`src/sv/uqs_pkg.sv`:
```
`timescale 1ns / 1ps
// ----------------------------------------------------------------------------
// uqs_pkg
// Shared types, codes and helpers of the URI query splitter.
// ----------------------------------------------------------------------------
package uqs_pkg;

  localparam int unsigned MAX_PARAMS_DEF = 255;
  localparam int unsigned QUEUE_DEPTH    = 4;

  localparam logic [7:0] CH_QUESTION = 8'h3F;
  localparam logic [7:0] CH_EQUALS   = 8'h3D;
  localparam logic [7:0] CH_AMP      = 8'h26;
  localparam logic [7:0] CH_PERCENT  = 8'h25;

  typedef enum logic [1:0] {
    KIND_DATA  = 2'd0,
    KIND_END   = 2'd1,
    KIND_ERROR = 2'd2
  } kind_t;

  typedef enum logic [1:0] {
    PART_RES = 2'd0,
    PART_KEY = 2'd1,
    PART_VAL = 2'd2
  } part_t;

  typedef enum logic [1:0] {
    ERR_BAD_HEX   = 2'd0,
    ERR_NO_EQUALS = 2'd1,
    ERR_TRUNCATED = 2'd2
  } err_t;

  typedef enum logic [1:0] {
    PH_RES  = 2'd0,
    PH_KEY  = 2'd1,
    PH_VAL  = 2'd2,
    PH_DROP = 2'd3
  } phase_t;

  typedef enum logic [1:0] {
    ESC_IDLE = 2'd0,
    ESC_HIGH = 2'd1,
    ESC_LOW  = 2'd2
  } esc_t;

  typedef struct packed {
    kind_t      kind;
    logic [7:0] data_byte;
    part_t      part;
    logic [7:0] param_index;
    err_t       error_code;
    logic       last;
  } res_t;

  // results of one decoded byte, packed into the low slots
  typedef struct packed {
    logic [1:0] cnt;
    res_t       res0;
    res_t       res1;
  } push_t;

  // bit 4 set when the byte is a hex digit, low nibble its value
  function automatic logic [4:0] hex_digit(input logic [7:0] c);
    logic [4:0] r;
    r = 5'd0;
    if (c >= 8'h30 && c <= 8'h39) begin
      r = {1'b1, 4'(c - 8'h30)};
    end else if (c >= 8'h61 && c <= 8'h66) begin
      r = {1'b1, 4'(c - 8'h57)};
    end else if (c >= 8'h41 && c <= 8'h46) begin
      r = {1'b1, 4'(c - 8'h37)};
    end
    return r;
  endfunction

endpackage

```
`src/sv/uqs_if.sv`:
```
`timescale 1ns / 1ps
// ----------------------------------------------------------------------------
// uqs_if
// Valid/ready channels for raw URI bytes and for tagged results.
// ----------------------------------------------------------------------------
interface uqs_in_if;
  logic       valid;
  logic       ready;
  logic [7:0] char_in;
  logic       end_of_uri;

  modport source (output valid, output char_in, output end_of_uri, input ready);
  modport sink (input valid, input char_in, input end_of_uri, output ready);
endinterface

interface uqs_out_if;
  logic       valid;
  logic       ready;
  logic [1:0] kind;
  logic [7:0] data_byte;
  logic [1:0] part;
  logic [7:0] param_index;
  logic [1:0] error_code;
  logic       last;

  modport source (output valid, output kind, output data_byte, output part,
                  output param_index, output error_code, output last, input ready);
  modport sink (input valid, input kind, input data_byte, input part,
                input param_index, input error_code, input last, output ready);
endinterface

```
`src/sv/uri_query_splitter_percent_decoder.sv`:
```
`timescale 1ns / 1ps
// ----------------------------------------------------------------------------
// uri_query_splitter_percent_decoder
// Splits a URI byte stream into resource, key and value parts, with percent
// decoding of keys and values.
// ----------------------------------------------------------------------------
// in_ch takes one raw URI byte per transfer, end_of_uri set on the final byte.
// out_ch delivers tagged results: data bytes, part-end markers carrying the
// parameter index (saturating at MAX_PARAMS), and error results that end the
// URI early. The final result of every URI carries last.
// Each byte gives zero, one or two results; two only on the final byte.
// Each byte passes the input register and then the result queue on its way to
// out_ch. Throughput: one byte per cycle while the queue has room; the input
// register feeds a one-pass decoder that writes a four-entry result queue, and
// the decoder advances while the queue holds at most two results.
// When out_ch stalls, the queue fills and in_ch.ready drops; nothing is lost.
// A synchronous active-low reset empties the queue and returns the parser to
// the resource part with the parameter index at zero.
// ----------------------------------------------------------------------------
module uri_query_splitter_percent_decoder #(
  parameter int unsigned MAX_PARAMS = uqs_pkg::MAX_PARAMS_DEF
) (
  input logic      clk,
  input logic      rst_n,
  uqs_in_if.sink   in_ch,
  uqs_out_if.source out_ch
);

  logic           s_valid_r, s_valid_nxt;
  logic [7:0]     s_char_r;
  logic           s_eou_r;
  logic           room, dec_fire, in_fire;
  uqs_pkg::push_t push;
  uqs_pkg::res_t  head;

  assign dec_fire    = s_valid_r && room;
  assign in_ch.ready = !s_valid_r || room;
  assign in_fire     = in_ch.valid && in_ch.ready;

  always_comb begin
    s_valid_nxt = s_valid_r;
    if (in_fire) begin
      s_valid_nxt = 1'b1;
    end else if (dec_fire) begin
      s_valid_nxt = 1'b0;
    end
  end

  always_ff @(posedge clk) begin
    if (!rst_n) begin
      s_valid_r <= 1'b0;
    end else begin
      s_valid_r <= s_valid_nxt;
    end
  end

  always_ff @(posedge clk) begin
    if (in_fire) begin
      s_char_r <= in_ch.char_in;
      s_eou_r  <= in_ch.end_of_uri;
    end
  end

  uqs_decode #(
    .MAX_PARAMS (MAX_PARAMS)
  ) u_decode (
    .clk        (clk),
    .rst_n      (rst_n),
    .fire       (dec_fire),
    .char_in    (s_char_r),
    .end_of_uri (s_eou_r),
    .push       (push)
  );

  uqs_out_queue u_queue (
    .clk       (clk),
    .rst_n     (rst_n),
    .push      (push),
    .room      (room),
    .out_valid (out_ch.valid),
    .out_ready (out_ch.ready),
    .out_res   (head)
  );

  assign out_ch.kind        = head.kind;
  assign out_ch.data_byte   = head.data_byte;
  assign out_ch.part        = head.part;
  assign out_ch.param_index = head.param_index;
  assign out_ch.error_code  = head.error_code;
  assign out_ch.last        = head.last;

endmodule

```
`src/sv/uqs_decode.sv`:
```
`timescale 1ns / 1ps
// ----------------------------------------------------------------------------
// uqs_decode
// Parser state and single-pass decode of one byte into up to two results.
// ----------------------------------------------------------------------------
module uqs_decode #(
  parameter int unsigned MAX_PARAMS = uqs_pkg::MAX_PARAMS_DEF
) (
  input  logic          clk,
  input  logic          rst_n,
  input  logic          fire,
  input  logic [7:0]    char_in,
  input  logic          end_of_uri,
  output uqs_pkg::push_t push
);

  localparam int unsigned ParamW = $clog2(MAX_PARAMS + 1);

  uqs_pkg::phase_t   phase_r, phase_nxt;
  uqs_pkg::esc_t     esc_r, esc_nxt;
  logic [3:0]        hi_r, hi_nxt;
  logic [ParamW-1:0] cur_r, cur_nxt;

  uqs_pkg::res_t     first, fin_res;
  logic              first_v, fin_v, failed;
  logic [4:0]        hx;
  logic [7:0]        ender;
  uqs_pkg::part_t    part;
  logic [ParamW+7:0] idx_now, idx_nxt;

  always_ff @(posedge clk) begin
    if (!rst_n) begin
      phase_r <= uqs_pkg::PH_RES;
      esc_r   <= uqs_pkg::ESC_IDLE;
      hi_r    <= 4'd0;
      cur_r   <= '0;
    end else if (fire) begin
      phase_r <= phase_nxt;
      esc_r   <= esc_nxt;
      hi_r    <= hi_nxt;
      cur_r   <= cur_nxt;
    end
  end

  always_comb begin
    phase_nxt = phase_r;
    esc_nxt   = esc_r;
    hi_nxt    = hi_r;
    cur_nxt   = cur_r;
    first     = '0;
    fin_res   = '0;
    first_v   = 1'b0;
    fin_v     = 1'b0;
    failed    = 1'b0;
    hx        = uqs_pkg::hex_digit(char_in);
    ender     = (phase_r == uqs_pkg::PH_KEY) ? uqs_pkg::CH_EQUALS : uqs_pkg::CH_AMP;
    part      = (phase_r == uqs_pkg::PH_KEY) ? uqs_pkg::PART_KEY : uqs_pkg::PART_VAL;
    idx_now   = {8'd0, cur_r};
    idx_nxt   = '0;

    first.param_index = idx_now[7:0];

    case (phase_r)
      uqs_pkg::PH_DROP: begin
        // error already reported, wait for the final byte
      end
      uqs_pkg::PH_RES: begin
        first_v   = 1'b1;
        first.part = uqs_pkg::PART_RES;
        if (char_in == uqs_pkg::CH_QUESTION) begin
          first.kind = uqs_pkg::KIND_END;
          phase_nxt  = uqs_pkg::PH_KEY;
        end else begin
          first.kind      = uqs_pkg::KIND_DATA;
          first.data_byte = char_in;
        end
      end
      default: begin
        first.part = part;
        if (esc_r != uqs_pkg::ESC_IDLE) begin
          if (!hx[4]) begin
            first_v          = 1'b1;
            first.kind       = uqs_pkg::KIND_ERROR;
            first.error_code = (char_in == ender) ? uqs_pkg::ERR_TRUNCATED
                                                  : uqs_pkg::ERR_BAD_HEX;
            first.last       = 1'b1;
            failed           = 1'b1;
          end else if (esc_r == uqs_pkg::ESC_HIGH) begin
            hi_nxt  = hx[3:0];
            esc_nxt = uqs_pkg::ESC_LOW;
          end else begin
            first_v         = 1'b1;
            first.kind      = uqs_pkg::KIND_DATA;
            first.data_byte = {hi_r, hx[3:0]};
            esc_nxt         = uqs_pkg::ESC_IDLE;
          end
        end else if (char_in == uqs_pkg::CH_PERCENT) begin
          esc_nxt = uqs_pkg::ESC_HIGH;
        end else if (phase_r == uqs_pkg::PH_KEY && char_in == uqs_pkg::CH_AMP) begin
          first_v          = 1'b1;
          first.kind       = uqs_pkg::KIND_ERROR;
          first.error_code = uqs_pkg::ERR_NO_EQUALS;
          first.last       = 1'b1;
          failed           = 1'b1;
        end else if (char_in == ender) begin
          first_v    = 1'b1;
          first.kind = uqs_pkg::KIND_END;
          if (phase_r == uqs_pkg::PH_KEY) begin
            phase_nxt = uqs_pkg::PH_VAL;
          end else begin
            if (cur_r < ParamW'(MAX_PARAMS)) begin
              cur_nxt = cur_r + 1'b1;
            end
            phase_nxt = uqs_pkg::PH_KEY;
          end
        end else begin
          first_v         = 1'b1;
          first.kind      = uqs_pkg::KIND_DATA;
          first.data_byte = char_in;
        end
      end
    endcase

    idx_nxt             = {8'd0, cur_nxt};
    fin_res.param_index = idx_nxt[7:0];
    fin_res.last        = 1'b1;

    if (phase_r == uqs_pkg::PH_DROP) begin
      if (end_of_uri) begin
        phase_nxt = uqs_pkg::PH_RES;
        esc_nxt   = uqs_pkg::ESC_IDLE;
        hi_nxt    = 4'd0;
        cur_nxt   = '0;
      end
    end else if (failed) begin
      if (end_of_uri) begin
        phase_nxt = uqs_pkg::PH_RES;
        esc_nxt   = uqs_pkg::ESC_IDLE;
        hi_nxt    = 4'd0;
        cur_nxt   = '0;
      end else begin
        phase_nxt = uqs_pkg::PH_DROP;
      end
    end else if (end_of_uri) begin
      fin_v = 1'b1;
      case (phase_nxt)
        uqs_pkg::PH_RES: begin
          fin_res.kind = uqs_pkg::KIND_END;
          fin_res.part = uqs_pkg::PART_RES;
        end
        uqs_pkg::PH_KEY: begin
          fin_res.kind       = uqs_pkg::KIND_ERROR;
          fin_res.part       = uqs_pkg::PART_KEY;
          fin_res.error_code = uqs_pkg::ERR_NO_EQUALS;
        end
        default: begin
          fin_res.part = uqs_pkg::PART_VAL;
          if (esc_nxt != uqs_pkg::ESC_IDLE) begin
            fin_res.kind       = uqs_pkg::KIND_ERROR;
            fin_res.error_code = uqs_pkg::ERR_TRUNCATED;
          end else begin
            fin_res.kind = uqs_pkg::KIND_END;
          end
        end
      endcase
      phase_nxt = uqs_pkg::PH_RES;
      esc_nxt   = uqs_pkg::ESC_IDLE;
      hi_nxt    = 4'd0;
      cur_nxt   = '0;
    end

    push = '0;
    if (fire) begin
      push.cnt  = 2'(first_v) + 2'(fin_v);
      push.res0 = first_v ? first : fin_res;
      push.res1 = fin_res;
    end
  end

endmodule

```
`src/sv/uqs_out_queue.sv`:
```
`timescale 1ns / 1ps
// ----------------------------------------------------------------------------
// uqs_out_queue
// Small result queue that takes up to two results per cycle, drains one.
// ----------------------------------------------------------------------------
module uqs_out_queue (
  input  logic           clk,
  input  logic           rst_n,
  input  uqs_pkg::push_t push,
  output logic           room,
  output logic           out_valid,
  input  logic           out_ready,
  output uqs_pkg::res_t  out_res
);

  localparam int unsigned AddrW = $clog2(uqs_pkg::QUEUE_DEPTH);
  localparam int unsigned CntW  = $clog2(uqs_pkg::QUEUE_DEPTH + 1);

  uqs_pkg::res_t    mem_r [uqs_pkg::QUEUE_DEPTH];
  logic [AddrW-1:0] head_r, head_nxt, tail_r, tail_nxt;
  logic [CntW-1:0]  cnt_r, cnt_nxt;
  logic             pop;

  assign pop       = (cnt_r != '0) && out_ready;
  assign out_valid = (cnt_r != '0);
  assign out_res   = mem_r[head_r];
  assign room      = (cnt_r <= CntW'(uqs_pkg::QUEUE_DEPTH - 2));

  always_comb begin
    head_nxt = head_r + AddrW'(pop);
    tail_nxt = tail_r + AddrW'(push.cnt);
    cnt_nxt  = cnt_r + CntW'(push.cnt) - CntW'(pop);
  end

  always_ff @(posedge clk) begin
    if (!rst_n) begin
      head_r <= '0;
      tail_r <= '0;
      cnt_r  <= '0;
    end else begin
      head_r <= head_nxt;
      tail_r <= tail_nxt;
      cnt_r  <= cnt_nxt;
    end
  end

  always_ff @(posedge clk) begin
    if (push.cnt != 2'd0) begin
      mem_r[tail_r] <= push.res0;
    end
    if (push.cnt == 2'd2) begin
      mem_r[tail_r + AddrW'(1)] <= push.res1;
    end
  end

endmodule

```
`src/flat_wrapper.sv`:
```
// flat-port wrapper written by rule: the top's interface ports become plain ports
module uri_query_splitter_percent_decoder_flat 
#(
  parameter int unsigned MAX_PARAMS = uqs_pkg::MAX_PARAMS_DEF
)
  (clk, rst_n, in_ch_valid, in_ch_char_in, in_ch_end_of_uri, in_ch_ready, out_ch_valid, out_ch_kind, out_ch_data_byte, out_ch_part, out_ch_param_index, out_ch_error_code, out_ch_last, out_ch_ready);
  uqs_in_if in_ch_i ();
  uqs_out_if out_ch_i ();
  input logic clk;
  input logic rst_n;
  input wire logic [$bits(in_ch_i.valid)-1:0] in_ch_valid;
  input wire logic [$bits(in_ch_i.char_in)-1:0] in_ch_char_in;
  input wire logic [$bits(in_ch_i.end_of_uri)-1:0] in_ch_end_of_uri;
  output wire logic [$bits(in_ch_i.ready)-1:0] in_ch_ready;
  output wire logic [$bits(out_ch_i.valid)-1:0] out_ch_valid;
  output wire logic [$bits(out_ch_i.kind)-1:0] out_ch_kind;
  output wire logic [$bits(out_ch_i.data_byte)-1:0] out_ch_data_byte;
  output wire logic [$bits(out_ch_i.part)-1:0] out_ch_part;
  output wire logic [$bits(out_ch_i.param_index)-1:0] out_ch_param_index;
  output wire logic [$bits(out_ch_i.error_code)-1:0] out_ch_error_code;
  output wire logic [$bits(out_ch_i.last)-1:0] out_ch_last;
  input wire logic [$bits(out_ch_i.ready)-1:0] out_ch_ready;
  assign in_ch_i.valid = in_ch_valid;
  assign in_ch_i.char_in = in_ch_char_in;
  assign in_ch_i.end_of_uri = in_ch_end_of_uri;
  assign in_ch_ready = in_ch_i.ready;
  assign out_ch_valid = out_ch_i.valid;
  assign out_ch_kind = out_ch_i.kind;
  assign out_ch_data_byte = out_ch_i.data_byte;
  assign out_ch_part = out_ch_i.part;
  assign out_ch_param_index = out_ch_i.param_index;
  assign out_ch_error_code = out_ch_i.error_code;
  assign out_ch_last = out_ch_i.last;
  assign out_ch_i.ready = out_ch_ready;
  uri_query_splitter_percent_decoder #(.MAX_PARAMS(MAX_PARAMS)) u_core (.clk(clk), .rst_n(rst_n), .in_ch(in_ch_i), .out_ch(out_ch_i));
endmodule
```
`config.mk`:
```
export PLATFORM = sky130hd
export DESIGN_NAME = uri_query_splitter_percent_decoder_flat
export DESIGN_NICKNAME = d
export VERILOG_FILES = /design/src/sv/uqs_pkg.sv /design/src/sv/uqs_if.sv /design/src/sv/uri_query_splitter_percent_decoder.sv /design/src/sv/uqs_decode.sv /design/src/sv/uqs_out_queue.sv /design/src/flat_wrapper.sv
export SDC_FILE = /design/constraint.sdc
export NUM_CORES = 1
export LEC_CHECK = 0
export BUFFER_PORTS_ARGS = -buffer_cell sky130_fd_sc_hd__buf_2
export CELL_PAD_IN_SITES_DETAIL_PLACEMENT = 0
export CELL_PAD_IN_SITES_GLOBAL_PLACEMENT = 1
export CORE_MARGIN = 5
export CORE_UTILIZATION = 55
export CTS_BUF_LIST = sky130_fd_sc_hd__clkbuf_8
export DETAILED_ROUTE_END_ITERATION = 6
export GPL_TIMING_DRIVEN = 0
export PLACE_DENSITY_LB_ADDON = 0.1
export SETUP_SLACK_MARGIN = 0.3
export SLEW_MARGIN = 20
export SYNTH_ARGS = -nofsm -noshare
export SYNTH_HDL_FRONTEND = slang
export SYNTH_SLANG_ARGS = --single-unit
```
`constraint.sdc`:
```
create_clock -name clk -period 9.04 [get_ports clk]
set_clock_uncertainty 0.1 [all_clocks]
set_input_delay 2.712 -clock clk [delete_from_list [all_inputs] [get_ports clk]]
set_output_delay 2.712 -clock clk [all_outputs]
set_load 0.01 [all_outputs]
```
### Word level (Yosys, flattened, before mapping)

Memories as Yosys holds them, arrays and structs flattened. A register that Yosys moved wholly into a read port is not among the register bits.
Index checks and enable logic that the tools add are counted.

* $add $sub $neg: 10
* $lt $le $gt $ge: 8
* equality and inequality tests: 10
* muxes and demuxes: 89
* reduce and logical (&&, ||, !) cells: 21

Operator list (count)
* 8-bit 2-to-1 mux: 13
* 2-bit 2-to-1 mux: 34
* 48-bit 2-to-1 mux: 1
* 8-bit by 6-bit == test with 1-bit output (second input constant): 3
* 12-bit case mux with 2 select lines: 1
* 23-bit 2-to-1 mux: 1
* 1-bit 2-to-1 mux: 20
* 10-bit 2-to-1 mux: 2
* 4-bit 2-to-1 mux: 5
* 5-bit 2-to-1 mux: 4
* 8-bit by 7-bit greater-or-equal comparator with 1-bit output (second input constant): 2
* 8-bit by 7-bit less-or-equal comparator with 1-bit output (second input constant): 2
* 2-bit case mux with 2 select lines: 4
* 2-bit nonzero test: 7
* 3-bit 2-to-1 mux: 3
* 8-bit by 1-bit adder with 8-bit output (second input constant): 1
* 8-bit by 6-bit == test with 1-bit output: 1
* 8-bit by 6-bit greater-or-equal comparator with 1-bit output (second input constant): 1
* 8-bit by 6-bit less-or-equal comparator with 1-bit output (second input constant): 1
* 8-bit < comparator (second input constant): 1
* 4-bit by 3-bit subtractor with 4-bit output (second input constant): 2
* 1-bit logical AND: 7
* 2-bit by 1-bit == test with 1-bit output (second input constant): 3
* 5-bit AND reduction: 1
* 16 further kinds: 18

* register bits: 33
* RAM bits: 92
* bits of input ports: 13
* output and inout port bits: 25
* memories: 1

Memory list
* u_core.u_queue.mem_r: words 4, width 23, read ports 1, clocked after memory_dff 1, write ports 2, RTL line uqs_out_queue.sv:19 `uqs_pkg::res_t mem_r [uqs_pkg::QUEUE_DEPTH];`

### Longest topological paths before layout

* depth after elaboration: 19
* depth in mapped cells: 17

### Hierarchy

A second synthesis with hierarchy kept.

* cells, all modules: 573
* area, all modules: 7380.8 sq um

By module, submodules not included
* uqs_out_queue: times used 1, cells an instance 269, area an instance 4922.2 sq um, seq. area each 2902.8 sq um
* uqs_decode: times used 1, cells an instance 289, area an instance 2123.3 sq um, seq. area each 320.3 sq um
* uri_query_splitter_percent_decoder: times used 1, cells an instance 15, area an instance 335.3 sq um, seq. area each 290.3 sq um

### Worst setup path before layout

Ideal clock, no wire load.

* path type: reg2out
* from: register, netlist name u_core.u_queue.head_r[1]
* to: output port out_ch_data_byte[7]
* arrival time: 1.763 ns
* setup slack: 4.465 ns
* stages on the path, launching flop included: 5
* path buffers: 3
* cell sequence: dfxtp_1 > clkbuf_1 > clkbuf_1 > clkbuf_1 > mux4_2

RTL lines
* end, declared: RTL line flat_wrapper.sv:17 `output wire logic [$bits(out_ch_i.data_byte)-1:0] out_ch_data_byte;`

==> impl_metrics.ini <==
[outcome]
outcome = finished clean

[synth]
synth_largest_area_cell = edfxtp_1
yosys_warnings = 0
yosysMostFrequentCell = edfxtp_1
yosysTopAreaCellShare_pct = 30.2
synth.distinct_cells = 90
syn-num-nets = 663
synth_edf_count = 69
ys_top_cells_by_count = edfxtp_1, o21ai_0, dfxtp_1
seq_area_frac_synth_pct = 46.6
synth.avg_cell_area_um2 = 10.8
synth.area.top_cells = edfxtp_1, dfxtp_1, mux4_2, o21ai_0, o22ai_1
synth_ff_type = edfxtp_1
synthCells = 632
async_flop_share_pct = 0
synth_seq_cells = 125
synth_area_um2 = 6850

[sta]
rsz0062_at_grt = no
drv_slew = 0
post-route-min-period_ns = 5.78
worstMarginPinSlew_ns = 0.951
slew_headroom_pct = 36.5
post-route-period-util_pct = 64.0
setup_tns_ns = 0
hold_violations = 0
fmax_ghz = 0.173
setup_viol = 0

[global_route]
grt_pass1_wl_um = 28900
antenna_found_initial = 0
grt_use_total_pct = 25.7
gr-total-overflow = 0
grt_pass1_vias = 5443
met1_usage_pct = 34.0
gr-max-usage-layer = met2
met3_usage_pct = 6.08
grt_max_degree = 20
grtUsageMet2_pct = 40.9

[worst_setup_path]
arrival_ns = 2.97
crit_required_ns = 6.23
path_class = flip-flop to primary output
critPathMaxFanout = 10
r2r_slack_ns = 4.46
cpMostUsedCell = clkbuf_1
critPathCaptureType = primary output
r2r_start = u_core.s_char_r[1]
path_buf_inv = 4
cp_top_family = buffers and inverters
start_kind = flip-flop
path_cells = clkbuf_1 > clkbuf_1 > clkbuf_1 > mux4_2 > buf_2
worst_path_largest_cell_delay_ns = 0.64
cp_num_cells = 5
cp-endpoint = out_ch_param_index[5]
slowest_stage = clkbuf_1
rr_worst_depth = 13
r2r_end = u_core.u_queue.mem_r[0][6]
crit_start = u_core.u_queue.head_r[1]

[floorplan]
ioPinCount = 38
initial_core_util_pct = 56.6
core.rowCount = 40
die_x_um = 122
dieArea_um2 = 14800
die_h_um = 122
core_area_um2 = 12100

[placed_design]
portBuffers = 37
placedCellCount = 837
dpl.hpwl_um = 13200
gp_congestion = 0.888

[clock_tree]
clkTransAtPathRegs_ns = 0.08
clk_path_buf_depth = 2
cts_tree = built
cts-buffers-inserted = 17
hold_buffers = 0
cts_sinks = 125
cts_resized = 0
cts-root-buf = clkbuf_8
htree_levels = 4
clock_latency_ns = 0.45
post_cts_buffers = 0

[finish]
diodes = 0
final_nets = 719
stdcell_count = 869
final_layout_size_suffix_gt1_share_pct = 22.1
area_growth_pct = 12.1
utilization_pct = 63.5
n_fill_cell = 1020

[drt]
vias = 5440
drc = 0
drtIter0Drc = 474
wire_per_inst_um = 21.1
routed_wl_um = 18300
postRouteAntennaNets = 0
drt_first_pass_iters = 5
drt-vias-per-instance = 6.26

[power_and_ir_drop]
power.total_uw = 1590
power.density_nw_per_um2 = 207
max-vdd-ir-drop_uv = 147
p_leak_uw = 0.00267

[job]
max_cap_violations = 0

[hold_path]
hp-class = flip-flop to flip-flop
-- power breakdown --
part	internal, µW	leakage [µW]	switching, µW
Clock	308	0.000225	234
Combinational	167	0.00134	195
Sequential	656	0.00110	32.5
Total	1130	0.00267	462
-- worst min path at each step --
stage                                           start                          end  slack [ns]  depth (start not counted)
after global placement    u_core.u_queue.mem_r[1][20]  u_core.u_queue.mem_r[1][20]        0.35                          2
after global routing      u_core.u_queue.mem_r[3][13]  u_core.u_queue.mem_r[3][13]        0.40                          2
final                     u_core.u_queue.mem_r[1][17]  u_core.u_queue.mem_r[1][17]        0.38                          2
after detailed placement  u_core.u_queue.mem_r[1][17]  u_core.u_queue.mem_r[1][17]        0.36                          2
after CTS                 u_core.u_queue.mem_r[1][17]  u_core.u_queue.mem_r[1][17]        0.38                          2
after floorplan           u_core.u_queue.mem_r[2][20]  u_core.u_queue.mem_r[2][20]        0.34                          2
-- registers in the layout, summed over array words and instances (netlist names) --
| signal | flops |
|---|---|
| u_core.u_decode.hi_r | 4 |
| u_core.u_decode.phase_r | 2 |
| u_core.s_char_r | 8 |
| u_core.u_queue.tail_r | 2 |
| u_core.u_queue.head_r | 2 |
| u_core.s_valid_r | 1 |
| u_core.u_queue.mem_r | 92 |
| u_core.s_eou_r | 1 |
| u_core.u_queue.cnt_r | 3 |
| u_core.u_decode.esc_r | 2 |
| u_core.u_decode.cur_r | 8 |
-- per-stage QoR --
stage | setup slack (ns) | area, µm² | hold WS (ns)
detailed placement | 3.68 | 7250 | 0.361
global placement | 3.66 | 7250 | 0.349
finish | 3.26 | 7690 | 0.375
floorplan | 4.46 | 6850 | 0.338
CTS | 3.19 | 7690 | 0.380
global route | 3.00 | 7690 | 0.397
-- layout by cell type, fill, tap and decap left out, types with 10 or more instances in the layout --
cell      synthesis  final
nand3_1          38     38
buf_6            10     10
buf_2             4     41
and2_1           14     14
a32o_1           10     10
clkbuf_1         29     29
nor2_1           36     36
clkbuf_8          2     20
o21ai_0          64     64
o22ai_1          35     35
dfxtp_1          56     56
a21oi_1          21     21
inv_1            12     13
edfxtp_1         69     69
nand2_1          45     45
nor2b_1          11     11
ha_1             17     17
mux4_2           23     23
-- layer usage --
layer	share of wire, %	vias to the layer above
li1	-	2510
met5	0	-
met4	2.4	0
met1	43	2679
met3	6.6	29
met2	48	222
-- kinds of logic (layout without fill, tap and decap cells) --
group	after synthesis	count (layout)	synth area share, %
AND/OR/NAND/NOR	208	208	17.5
AO/OA/AOI/OAI	185	185	18.4
flip-flops	125	125	46.6
buffers and inverters	62	131	4.98
multiplexers	26	26	8.07
adder cells (fa/ha/maj)	18	18	3.40
XOR/XNOR	8	8	1.13
-- area by class of cell --
cell class / instances / area (µm²) / area share (%)
buffer: 49 / 293 / 3.81
clock inverter: 14 / 189 / 2.46
inverter: 13 / 48.8 / 0.635
tap: 168 / 210 / 2.73
sequential: 125 / 3190 / 41.5
timing repair buffer: 37 / 185 / 2.41
clock buffer: 18 / 248 / 3.22
multi-input combinational: 445 / 3320 / 43.2
-- tightest hold or removal path: cells and delay by family, from the launching register on --
kind | cells | cell delay (ns)
compound gates | 1 | 0.06
flops | 1 | 0.33
simple gates | 1 | 0.06
Note: power is estimated with default switching activity, not from simulation.
